## src/ghash_authenticator_defines.svh

```systemverilog
// ----------------------------------------------------------------------------
// GHASH authenticator assertion macros
// Shared concurrent assertion forms, clocked on clk_i, reset on rst_ni.
// ----------------------------------------------------------------------------
`ifndef GHASH_AUTHENTICATOR_DEFINES_SVH
`define GHASH_AUTHENTICATOR_DEFINES_SVH

// Consequent must hold in the same cycle as the antecedent
`define GHA_ASSERT_SAME(lbl, ante, cons, msg) \
  lbl: assert property (@(posedge clk_i) disable iff (!rst_ni) (ante) |-> (cons)) \
    else $error(msg);

// Consequent must hold in the cycle after the antecedent
`define GHA_ASSERT_NEXT(lbl, ante, cons, msg) \
  lbl: assert property (@(posedge clk_i) disable iff (!rst_ni) (ante) |=> (cons)) \
    else $error(msg);

`endif

```

## src/gha_pkg.sv

```systemverilog
// ----------------------------------------------------------------------------
// GHASH authenticator package
// Types, constants and helpers shared by the GHASH engine modules.
// ----------------------------------------------------------------------------
package gha_pkg;

  localparam int unsigned BlockBits  = 128;
  localparam int unsigned BlockBytes = 16;
  localparam int unsigned HalfBits   = 64;
  localparam int unsigned TotalBits  = 61;
  localparam int unsigned CountBits  = 5;
  localparam int unsigned BitsPerCyc = 8;
  localparam int unsigned StepBits   = 4;

  // Reduction byte of R = 0xE1 || 0^120
  localparam logic [7:0] ReduceByte = 8'hE1;

  localparam logic [CountBits-1:0] FullCount = 5'd16;
  localparam logic [TotalBits-1:0] TotalMax  = {TotalBits{1'b1}};

  // Configuration register indexes
  localparam logic CfgKeyHi = 1'b0;
  localparam logic CfgKeyLo = 1'b1;

  // Request to the multiplier
  typedef struct packed {
    logic                 start;
    logic [BlockBits-1:0] x;
  } mul_req_t;

  // Response from the multiplier
  typedef struct packed {
    logic                 busy;
    logic                 done;
    logic [BlockBits-1:0] z;
  } mul_rsp_t;

  // Keep the leading n bytes of a block (byte 0 in the top bits), zero the rest
  function automatic logic [BlockBits-1:0] byte_mask(input logic [CountBits-1:0] n);
    logic [BlockBits-1:0] m;
    m = '0;
    for (int i = 0; i < BlockBytes; i++) begin
      if (CountBits'(i) < n) begin
        m[BlockBits-1-8*i -: 8] = 8'hFF;
      end
    end
    return m;
  endfunction

  // Saturating add of a byte count to a section total
  function automatic logic [TotalBits-1:0] sat_add(input logic [TotalBits-1:0] total,
                                                   input logic [CountBits-1:0] n);
    logic [TotalBits:0] sum;
    sum = {1'b0, total} + {{(TotalBits+1-CountBits){1'b0}}, n};
    return sum[TotalBits] ? TotalMax : sum[TotalBits-1:0];
  endfunction

endpackage

```

## src/ghash_authenticator.sv

```systemverilog
// ----------------------------------------------------------------------------
// GHASH authenticator
// GCM GHASH engine over GF(2^128) with length block and per-section counts.
// ----------------------------------------------------------------------------
// Usage:
//   Input beats (in_valid_i/in_ready_o) carry one block of up to 16 bytes,
//   its section and a last mark. The hash subkey is written through the
//   cfg port (index 0 upper half, index 1 lower half); the user must write
//   it only while the block idles, which the block itself does not enforce.
//   Each multiply by H runs on one shared unit, eight bits of X per cycle,
//   and a registered done flag hands the product back. in_ready_o is high
//   only while idle. A last beat with data adds a second multiply for the
//   length block; an empty last beat runs only the length multiply. An
//   empty beat that is not last is absorbed with no multiply.
//   Result beats (out_valid_o/out_ready_i) carry the tag from an output
//   register; a stalled receiver holds the tag, and a later finished tag
//   waits in the engine until the register frees.
//   Reset clears the accumulator, the byte counters and the subkey. After
//   each tag the accumulator and counters clear for the next message.
// ----------------------------------------------------------------------------
`include "ghash_authenticator_defines.svh"

module ghash_authenticator (
  input  logic                          clk_i,
  input  logic                          rst_ni,
  // configuration
  input  logic                          cfg_we_i,
  input  logic                          cfg_addr_i,
  input  logic [gha_pkg::HalfBits-1:0]  cfg_wdata_i,
  // input beats
  input  logic                          in_valid_i,
  output logic                          in_ready_o,
  input  logic [gha_pkg::HalfBits-1:0]  data_hi_i,
  input  logic [gha_pkg::HalfBits-1:0]  data_lo_i,
  input  logic [gha_pkg::CountBits-1:0] byte_count_i,
  input  logic                          section_i,
  input  logic                          is_last_i,
  // result beats
  output logic                          out_valid_o,
  input  logic                          out_ready_i,
  output logic [gha_pkg::HalfBits-1:0]  tag_hi_o,
  output logic [gha_pkg::HalfBits-1:0]  tag_lo_o
);
  import gha_pkg::*;

  typedef enum logic [3:0] {
    ST_IDLE     = 4'b0001,
    ST_MUL_DATA = 4'b0010,
    ST_MUL_LEN  = 4'b0100,
    ST_EMIT     = 4'b1000
  } state_e;

  state_e               state_q, state_d;
  logic [BlockBits-1:0] acc_q, acc_d;
  logic [TotalBits-1:0] aad_q, aad_d;
  logic [TotalBits-1:0] text_q, text_d;
  logic                 last_q, last_d;
  logic [HalfBits-1:0]  key_hi_q, key_lo_q;
  logic [BlockBits-1:0] tag_q, tag_d;
  logic                 out_valid_q, out_valid_d;

  logic                 in_accept;
  logic [CountBits-1:0] n_clip;
  logic [BlockBits-1:0] blk;
  logic [BlockBits-1:0] len_blk;
  mul_req_t             mul_req;
  mul_rsp_t             mul_rsp;

  assign in_ready_o = (state_q == ST_IDLE);
  assign in_accept  = in_valid_i && in_ready_o;

  // Clip oversized counts and zero the unused bytes
  assign n_clip  = (byte_count_i > FullCount) ? FullCount : byte_count_i;
  assign blk     = {data_hi_i, data_lo_i} & byte_mask(n_clip);
  assign len_blk = {aad_q, 3'b000, text_q, 3'b000};

  // Subkey registers
  always_ff @(posedge clk_i or negedge rst_ni) begin
    if (!rst_ni) begin
      key_hi_q <= '0;
      key_lo_q <= '0;
    end else if (cfg_we_i) begin
      case (cfg_addr_i)
        CfgKeyHi: key_hi_q <= cfg_wdata_i;
        CfgKeyLo: key_lo_q <= cfg_wdata_i;
        default:  key_hi_q <= key_hi_q;
      endcase
    end
  end

  // Sequencer: data multiply, length multiply, tag hand-off
  always_comb begin
    state_d     = state_q;
    acc_d       = acc_q;
    aad_d       = aad_q;
    text_d      = text_q;
    last_d      = last_q;
    tag_d       = tag_q;
    out_valid_d = out_valid_q;
    mul_req     = '{start: 1'b0, x: '0};

    // drop the result beat once taken
    if (out_valid_q && out_ready_i) begin
      out_valid_d = 1'b0;
    end

    case (state_q)
      ST_IDLE: begin
        if (in_accept) begin
          last_d = is_last_i;
          if (n_clip != '0) begin
            mul_req = '{start: 1'b1, x: acc_q ^ blk};
            if (section_i) begin
              text_d = sat_add(text_q, n_clip);
            end else begin
              aad_d = sat_add(aad_q, n_clip);
            end
            state_d = ST_MUL_DATA;
          end else if (is_last_i) begin
            mul_req = '{start: 1'b1, x: acc_q ^ len_blk};
            state_d = ST_MUL_LEN;
          end
        end
      end
      ST_MUL_DATA: begin
        if (mul_rsp.done) begin
          acc_d = mul_rsp.z;
          if (last_q) begin
            mul_req = '{start: 1'b1, x: mul_rsp.z ^ len_blk};
            state_d = ST_MUL_LEN;
          end else begin
            state_d = ST_IDLE;
          end
        end
      end
      ST_MUL_LEN: begin
        if (mul_rsp.done) begin
          acc_d   = mul_rsp.z;
          state_d = ST_EMIT;
        end
      end
      ST_EMIT: begin
        // hold until the output register frees, then clear for the next message
        if (!out_valid_q || out_ready_i) begin
          tag_d       = acc_q;
          out_valid_d = 1'b1;
          acc_d       = '0;
          aad_d       = '0;
          text_d      = '0;
          state_d     = ST_IDLE;
        end
      end
      default: begin
        state_d = ST_IDLE;
      end
    endcase
  end

  // Control and message state
  always_ff @(posedge clk_i or negedge rst_ni) begin
    if (!rst_ni) begin
      state_q     <= ST_IDLE;
      acc_q       <= '0;
      aad_q       <= '0;
      text_q      <= '0;
      last_q      <= 1'b0;
      out_valid_q <= 1'b0;
    end else begin
      state_q     <= state_d;
      acc_q       <= acc_d;
      aad_q       <= aad_d;
      text_q      <= text_d;
      last_q      <= last_d;
      out_valid_q <= out_valid_d;
    end
  end

  // Output payload
  always_ff @(posedge clk_i) begin
    tag_q <= tag_d;
  end

  gha_gfmul u_gfmul (
    .clk_i  (clk_i),
    .rst_ni (rst_ni),
    .key_i  ({key_hi_q, key_lo_q}),
    .req_i  (mul_req),
    .rsp_o  (mul_rsp)
  );

  assign out_valid_o = out_valid_q;
  assign tag_hi_o    = tag_q[BlockBits-1:HalfBits];
  assign tag_lo_o    = tag_q[HalfBits-1:0];

  // Checks
  `GHA_ASSERT_SAME(a_ready_unit_free, in_ready_o, !mul_rsp.busy && !mul_rsp.done,
                   "accepting beats while the multiplier is active")
  `GHA_ASSERT_NEXT(a_empty_last_len, in_accept && is_last_i && (byte_count_i == '0),
                   state_q == ST_MUL_LEN, "empty last beat did not start the length multiply")
  `GHA_ASSERT_SAME(a_done_in_mul, mul_rsp.done,
                   (state_q == ST_MUL_DATA) || (state_q == ST_MUL_LEN),
                   "product returned outside a multiply state")

endmodule

```

## src/gha_gfmul.sv

```systemverilog
// ----------------------------------------------------------------------------
// GHASH GF(2^128) multiplier
// Iterative bit-reflected multiply by H, eight bits of X per cycle.
// ----------------------------------------------------------------------------
module gha_gfmul (
  input  logic                          clk_i,
  input  logic                          rst_ni,
  input  logic [gha_pkg::BlockBits-1:0] key_i,
  input  gha_pkg::mul_req_t             req_i,
  output gha_pkg::mul_rsp_t             rsp_o
);
  import gha_pkg::*;

  logic [BlockBits-1:0] x_q, x_d;
  logic [BlockBits-1:0] v_q, v_d;
  logic [BlockBits-1:0] z_q, z_d;
  logic [StepBits-1:0]  cnt_q, cnt_d;
  logic                 busy_q, busy_d;
  logic                 done_q, done_d;
  logic [BlockBits-1:0] z_step, v_step;

  // Eight shift-and-add steps of the reflected multiply
  always_comb begin
    z_step = z_q;
    v_step = v_q;
    for (int k = 0; k < BitsPerCyc; k++) begin
      if (x_q[BlockBits-1-k]) begin
        z_step = z_step ^ v_step;
      end
      if (v_step[0]) begin
        v_step = {1'b0, v_step[BlockBits-1:1]} ^ {ReduceByte, {(BlockBits-8){1'b0}}};
      end else begin
        v_step = {1'b0, v_step[BlockBits-1:1]};
      end
    end
  end

  // Sequence: load on start, advance while busy, flag done after the last step
  always_comb begin
    x_d    = x_q;
    v_d    = v_q;
    z_d    = z_q;
    cnt_d  = cnt_q;
    busy_d = busy_q;
    done_d = 1'b0;
    if (req_i.start) begin
      x_d    = req_i.x;
      v_d    = key_i;
      z_d    = '0;
      cnt_d  = '0;
      busy_d = 1'b1;
    end else if (busy_q) begin
      x_d   = {x_q[BlockBits-1-BitsPerCyc:0], {BitsPerCyc{1'b0}}};
      v_d   = v_step;
      z_d   = z_step;
      cnt_d = cnt_q + 1'b1;
      if (cnt_q == {StepBits{1'b1}}) begin
        busy_d = 1'b0;
        done_d = 1'b1;
      end
    end
  end

  // Control state
  always_ff @(posedge clk_i or negedge rst_ni) begin
    if (!rst_ni) begin
      cnt_q  <= '0;
      busy_q <= 1'b0;
      done_q <= 1'b0;
    end else begin
      cnt_q  <= cnt_d;
      busy_q <= busy_d;
      done_q <= done_d;
    end
  end

  // Datapath
  always_ff @(posedge clk_i) begin
    x_q <= x_d;
    v_q <= v_d;
    z_q <= z_d;
  end

  assign rsp_o.busy = busy_q;
  assign rsp_o.done = done_q;
  assign rsp_o.z    = z_q;

endmodule
```

## config.mk

```make
export PLATFORM = sky130hd
export DESIGN_NAME = ghash_authenticator
export DESIGN_NICKNAME = d
export VERILOG_FILES = /design/src/gha_pkg.sv /design/src/ghash_authenticator.sv /design/src/gha_gfmul.sv
export VERILOG_INCLUDE_DIRS = /design/src /design/src/src
export SDC_FILE = /design/constraint.sdc
export NUM_CORES = 2
export LEC_CHECK = 0
export BUFFER_PORTS_ARGS = -buffer_cell sky130_fd_sc_hd__clkbuf_2
export CELL_PAD_IN_SITES_DETAIL_PLACEMENT = 0
export CELL_PAD_IN_SITES_GLOBAL_PLACEMENT = 2
export CORE_UTILIZATION = 35
export CTS_BUF_LIST = sky130_fd_sc_hd__clkbuf_8
export DETAILED_ROUTE_END_ITERATION = 16
export PLACE_DENSITY_LB_ADDON = 0.25
export SYNTH_ARGS = -nofsm -noshare
export SYNTH_HDL_FRONTEND = slang
export SYNTH_SLANG_ARGS = --single-unit
```

## constraint.sdc

```tcl
create_clock -name clk_i -period 11.1 [get_ports clk_i]
set_input_delay 2.22 -clock clk_i [delete_from_list [all_inputs] [get_ports clk_i]]
set_output_delay 2.22 -clock clk_i [all_outputs]
set_load 0.05 [all_outputs]
```

Word-level counts from Yosys, hierarchy flattened
Index checks and enable logic that the tools add are counted.
- register bits after elaboration: 902
- latch bits: 0
- RAM bits: 0
- bits in read-only memories: 0
- input bits: 205
- logic and storage cells: 163
- memories: 0
- add/sub/neg operators: 3
- multipliers: 0
- divide/modulo/power cells: 0
- $lt $le $gt $ge: 17
- equality and inequality tests: 14
- shifts and indexed selects: 0
- muxes and demuxes: 76
- bitwise operators: 21
- reduce and logical (&&, ||, !) cells: 17
- operators with widths (cell ; count):
    two-way mux 128 bit ; 22
    bitwise XOR 128 bit ; 11
    two-way mux 129 bit ; 5
    two-way mux 61 bit ; 9
    one-hot mux 129 bit (2 select lines) ; 1
    one-hot mux 128 bit (2 select lines) ; 1
    one-hot mux 61 bit (2 select lines) ; 2
    AND 128 bit ; 1
    two-way mux 8 bit ; 16
    adder 61 x 5 -> 62 bit ; 2
    < comparator 4 x 5 -> 1 bit (first input constant) ; 8
    two-way mux 4 bit ; 8
    inverter 3 -> 4 bit ; 8
    < comparator 3 x 5 -> 1 bit (first input constant) ; 4
    one-hot mux 4 bit (4 select lines) ; 1
    AND reduction 5 bit ; 3
    != test 2 x 1 -> 1 bit (second input constant) ; 6
    < comparator 1 x 5 -> 1 bit (first input constant) ; 2
    < comparator 2 x 5 -> 1 bit (first input constant) ; 2
    two-way mux 1 bit ; 9
    equality test 4 bit (second input constant) ; 2
    AND reduction 2 bit ; 4
    nonzero test 2 bit ; 3
    greater-than comparator 5 bit (second input constant) ; 1
    other kinds (15) ; 17

Logic depth before layout (Yosys ltp)
- depth in word-level cells: 18
- gate-level depth with buffers: 13

Cells and area by module
A second synthesis with hierarchy kept.
- cells, all modules: 6075
- area total of the unflattened synthesis: 56472.9 um^2
- by module, submodules not included (module ; times used ; cells an instance ; area each (um^2) ; seq. area each (um^2)):
    gha_gfmul ; 1 ; 3345 ; 29092.9 ; 10400.0
    ghash_authenticator ; 1 ; 2730 ; 27380.0 ; 13454.2

Worst setup path before layout
No wires, ideal clock.
- kind: input to register
- start: input byte_count_i[0] (netlist bit)
- end: register u_gfmul.v_q[0], enable pin
- library setup time: 1980 ps
- arrival: 8049 ps
- setup slack: 1071 ps
- stages on the path: 9
- path buffers: 5
- cell sequence: or2_2 clkbuf_1 or3_1 clkbuf_1 a21oi_1 buf_2 clkbuf_1 buf_2 nand2_1
- longest elaborated chain between the ends: 7
- RTL lines (item ; line ; text):
    from (decl) ; ghash_authenticator.sv:35 ; input logic [gha_pkg::CountBits-1:0] byte_count_i,
    greater-than comparator 5 bit ; ghash_authenticator.sv:73 ; assign n_clip = (byte_count_i > FullCount) ? FullCount : byte_count_i;
    two-way mux 5 bit * ; ghash_authenticator.sv:73 ;
    nonzero test 5 bit * ; ghash_authenticator.sv:111 ; if (n_clip != '0) begin
    two-way mux 129 bit * ; ghash_authenticator.sv:111 ;
    two-way mux 129 bit * ; ghash_authenticator.sv:109 ; if (in_accept) begin
    one-hot mux 129 bit (2 select lines) * ; ghash_authenticator.sv:107 ; case (state_q)
    nonzero test 2 bit (no source line) * ; n/a ;
    to (signal assigned) ; gha_gfmul.sv:80 ; v_q <= v_d;
    to (decl) ; gha_gfmul.sv:15 ; logic [BlockBits-1:0] v_q, v_d;
Mark *: on every way between the ends. The rest lies on a longest branch, timed or not.
A chain may end at the register's enable or synchronous reset.

Worst setup path in the final report
- start: input byte_count_i[4] (netlist bit)
- end: register u_gfmul.v_q[59], enable pin
The elaborated chain is that of the path after synthesis.

==> impl_summary.log <==
INFO  metric status = finished, final reports clean
INFO  metric cp_data_arrival_time = 6320 ps
INFO  metric cp_data_required_time = 11,590 ps
INFO  metric worstSetupStartpointType = primary input
INFO  metric r2r-start = state_q[2]
INFO  metric post-cts-setup-buffers = 0
INFO  metric detail_route.iter0.violations = 3,745
INFO  metric switching_power = 9.202 mW
INFO  metric crit_path_cell_trace = clkbuf_2 > or3_1 > or3_1 > a21oi_4 > nand2_4 > buf_4 > buf_4
INFO  metric synth.top_cells.by_area = edfxtp_1 21%, dfrtp_1 18%, xnor2_1 13%
INFO  metric cts_max_path_buffers = 3
INFO  metric worstSetupEndpoint = u_gfmul.v_q[59]
INFO  metric timing.hold.ws = 490.0 ps
INFO  metric pin_count = 335
INFO  metric routedWlPerCell = 24.22 um
INFO  metric maximum_number_of_pins_on_one_net_before_global_route_repair = 161
INFO  metric power_switching_share = 0.4576
INFO  metric cts-root-buf = clkbuf_8
INFO  metric core_area = 0.1566 mm2
INFO  metric layout_common_cells = 1,561 x nand2_1, 843 x xnor2_1, 413 x xor2_1
INFO  metric clock_transition_at_the_register_clock_pins_on_the_worst_setup_and_hold_paths_after_cts = 60 ps
INFO  metric nNetsFinal = 6,298
INFO  metric design_power_total = 20.11 mW
INFO  metric setup_repair_after_global_routing_missed_its_margin = false
INFO  metric die_area = 0.1597 mm2
INFO  metric post_synth_edffs = 384
INFO  metric hold_path.startpoint = key_lo_q[54]
INFO  metric synth.yosys.seq_area_share = 0.4311
INFO  metric crit_path_start = byte_count_i[4]
INFO  metric power.share.combinational = 0.517
INFO  metric total_count_of_hold_check_failures_in_the_final_report = 0
INFO  metric drv_slew = 0
INFO  metric power_per_cell_area = 327.7 mW/mm2
INFO  metric clkLatencyLatePin = 930 ps
INFO  metric final.setup_skew = 72.95 ps
INFO  metric htree_levels = 4
INFO  metric crit_path_max_incr_delay = 820 ps
INFO  metric fin_crit_sh = 0.5250
INFO  metric reg2reg_capture_point = u_gfmul.v_q[59]
INFO  metric syn_inst = 6,063
INFO  metric postSynth.asyncResetShare = 0.4324
INFO  metric final_period_minus_worst_setup_slack = 5828 ps
INFO  metric path_max_fanout = 71
INFO  metric route.vias.total = 44,290
INFO  metric drcViolationCount = 0
INFO  metric yosysTopAreaCell = edfxtp_1
INFO  metric io_buffer_count = 334
INFO  metric start_util = 0.3534
INFO  metric p_seq_frac = 0.324
INFO  metric grt_use_total = 0.2481
INFO  metric crit_path_end_kind = register
INFO  metric route.detailed.vias_per_inst = 5.344
INFO  metric post_cts_hold_buffer_count = 0
INFO  metric wl = 200,700 um
INFO  metric gp_congestion = 0.8382
INFO  metric grt_remaining_overflow = 0
INFO  metric timing.max_cap.violations = 0
INFO  metric vias_in_the_first_global_route = 42,140
INFO  metric mostFrequentLayoutCell = nand2_1
INFO  metric detail-route-antenna-nets = 0
INFO  metric ff2ff_path_depth = 6
INFO  metric syn-cell-area = 0.05533 mm2
INFO  metric post_cts.resized_instances = 0
INFO  metric drive_gt1_frac = 0.1283
INFO  metric detailedPlacementHpwl = 136,600 um
INFO  metric critPathKind = primary input to register
INFO  metric hold_path_class = register to register
INFO  metric synth_ff_type = dfrtp_1
INFO  metric tritoncts_clock_tree = done
INFO  metric cts-buffers-inserted = 164
INFO  metric synthDistinctLibCells = 86
INFO  metric cts_sinks = 902
INFO  metric ys_warn_count = 0
INFO  metric grt_pass1_wl = 294,700 um
INFO  metric power.internal = 10.91 mW
INFO  metric setup_tns = 0 ps
INFO  metric placement_rows = 145
INFO  metric die-height = 399.6 um
INFO  metric nFillCells = 15,770
INFO  metric yosysTopAreaCellShare = 0.2084
INFO  metric worst_ir_drop_on_vdd = 0.0001614 V
INFO  metric die_w = 399.6 um
INFO  metric synth_area_per_inst = 9.127 um2
INFO  metric area_delta_synth_final = 10.89%
INFO  metric finalSetupViolCount = 0
INFO  metric ys_seq_elements = 902
INFO  metric peak_clock_frequency_supported_by_timing = 171.6 MHz
INFO  metric cp_slowest_cell = buf_4
INFO  metric power.static_leakage = 23.92 nW
INFO  metric worst-r2r-setup-slack = 6890 ps
INFO  metric antenna_found_initial = 2
INFO  metric drt-pass1-iter-count = 6
INFO  metric max-slew-margin-rel = 0.2039
INFO  metric nets_in_the_synthesized_netlist = 6,281
INFO  metric p_clk_frac = 0.159
INFO  metric max_slew.worst_pin.slew = 1194 ps
==> critical path: cells and delay by family <==
kind,cells,cell delay [ps]
buf+inv,3,2110
compound gates,1,120
simple gates,3,1650
==> power groups by stage <==
stage	clock (mW)	combinational [mW]	sequential, mW
final	3.19	10.4	6.51
after global routing	3.42	11.5	6.60
after CTS	3.27	10.4	6.47
after detailed placement	0	10.4	6.52
after global placement	0	10.2	6.54
after floorplan	0	8.59	5.06
==> cell usage after synthesis (all sizes together) (22+ instances only) <==
cell and count:
nand2 1568, xnor2 843, clkbuf 456, xor2 413
dfrtp 389, edfxtp 384, o21ai 245, a21oi 201
a22o 132, mux2 130, or3 130, nor2 129
dfxtp 128, a22oi 113, buf 87, o22ai 78
nor3 75, nand3 63, a31oi 54, and3 41
a221o 35, a211oi 28, nand4 28, nor4 24
inv 23, a311oi 22, o221ai 22
==> metal layers <==
metal / part of all wire / track usage / vias to the layer above
li1: - / - / 20750
met1: 0.48 / 0.3666 / 21850
met2: 0.42 / 0.3590 / 1462
met3: 0.065 / 0.04797 / 236
met4: 0.031 / 0.08138 / 0
met5: 0 / 0 / -
==> worst min-delay path by stage <==
stage	to	slack, ps	cells after the start
final	u_gfmul.v_q[54]	490	2
after global routing	u_gfmul.v_q[53]	510	2
after CTS	u_gfmul.v_q[54]	470	2
after detailed placement	tag_q[66]	480	0
after global placement	last_q	490	2
after floorplan	last_q	460	2
==> cell families (layout without fill, tap and decap cells) <==
kind of cell               Yosys count  after routing  synth area share
adders and majority gates           13             13          0.003211
DFF                                902            902            0.4311
other                                0              9                 0
xor gates and xnor gates          1278           1278            0.2079
buffers and inverters              566            724           0.03993
muxes                              136            136           0.02754
AOI/OAI and AO/OA                 1034           1034            0.1251
and+or+nand+nor                   2134           2134            0.1652
==> flip-flops by register name (all words and copies together) (netlist names) <==
register / flops
tag_q: 128
key_lo_q: 64
u_gfmul.cnt_q: 4
u_gfmul.busy_q: 1
last_q: 1
u_gfmul.v_q: 128
key_hi_q: 64
acc_q: 128
out_valid_o: 1
aad_q: 61
text_q: 61
state_q: 4
u_gfmul.done_q: 1
u_gfmul.x_q: 128
u_gfmul.z_q: 128
==> metrics by stage <==
stage / instances / cell area (um2) / worst slack [ps] / util
after global placement: 7972 / 58100 / 4408 / 0.3711
after global routing: 8280 / 61340 / 5032 / 0.3918
after floorplan: 6063 / 55330 / 1071 / -
after detailed placement: 7972 / 58100 / 4350 / 0.3711
after CTS: 8279 / 61340 / 5306 / 0.3918
final: 8288 / 61360 / 5272 / 0.3919
==> layout make-up <==
class / instances / area [um2] / area share
Clock buffer: 179 / 2464 / 0.04015
Inverter: 23 / 96.34 / 0.001570
Tap cell: 2058 / 2575 / 0.04197
Multi-Input combinational cell: 4595 / 29380 / 0.4788
Timing Repair Buffer: 394 / 2195 / 0.03577
Sequential cell: 902 / 23850 / 0.3888
Clock inverter: 128 / 774.5 / 0.01262
Antenna cell: 9 / 22.52 / 0.0003670
Power figures use the tool's default switching activity.
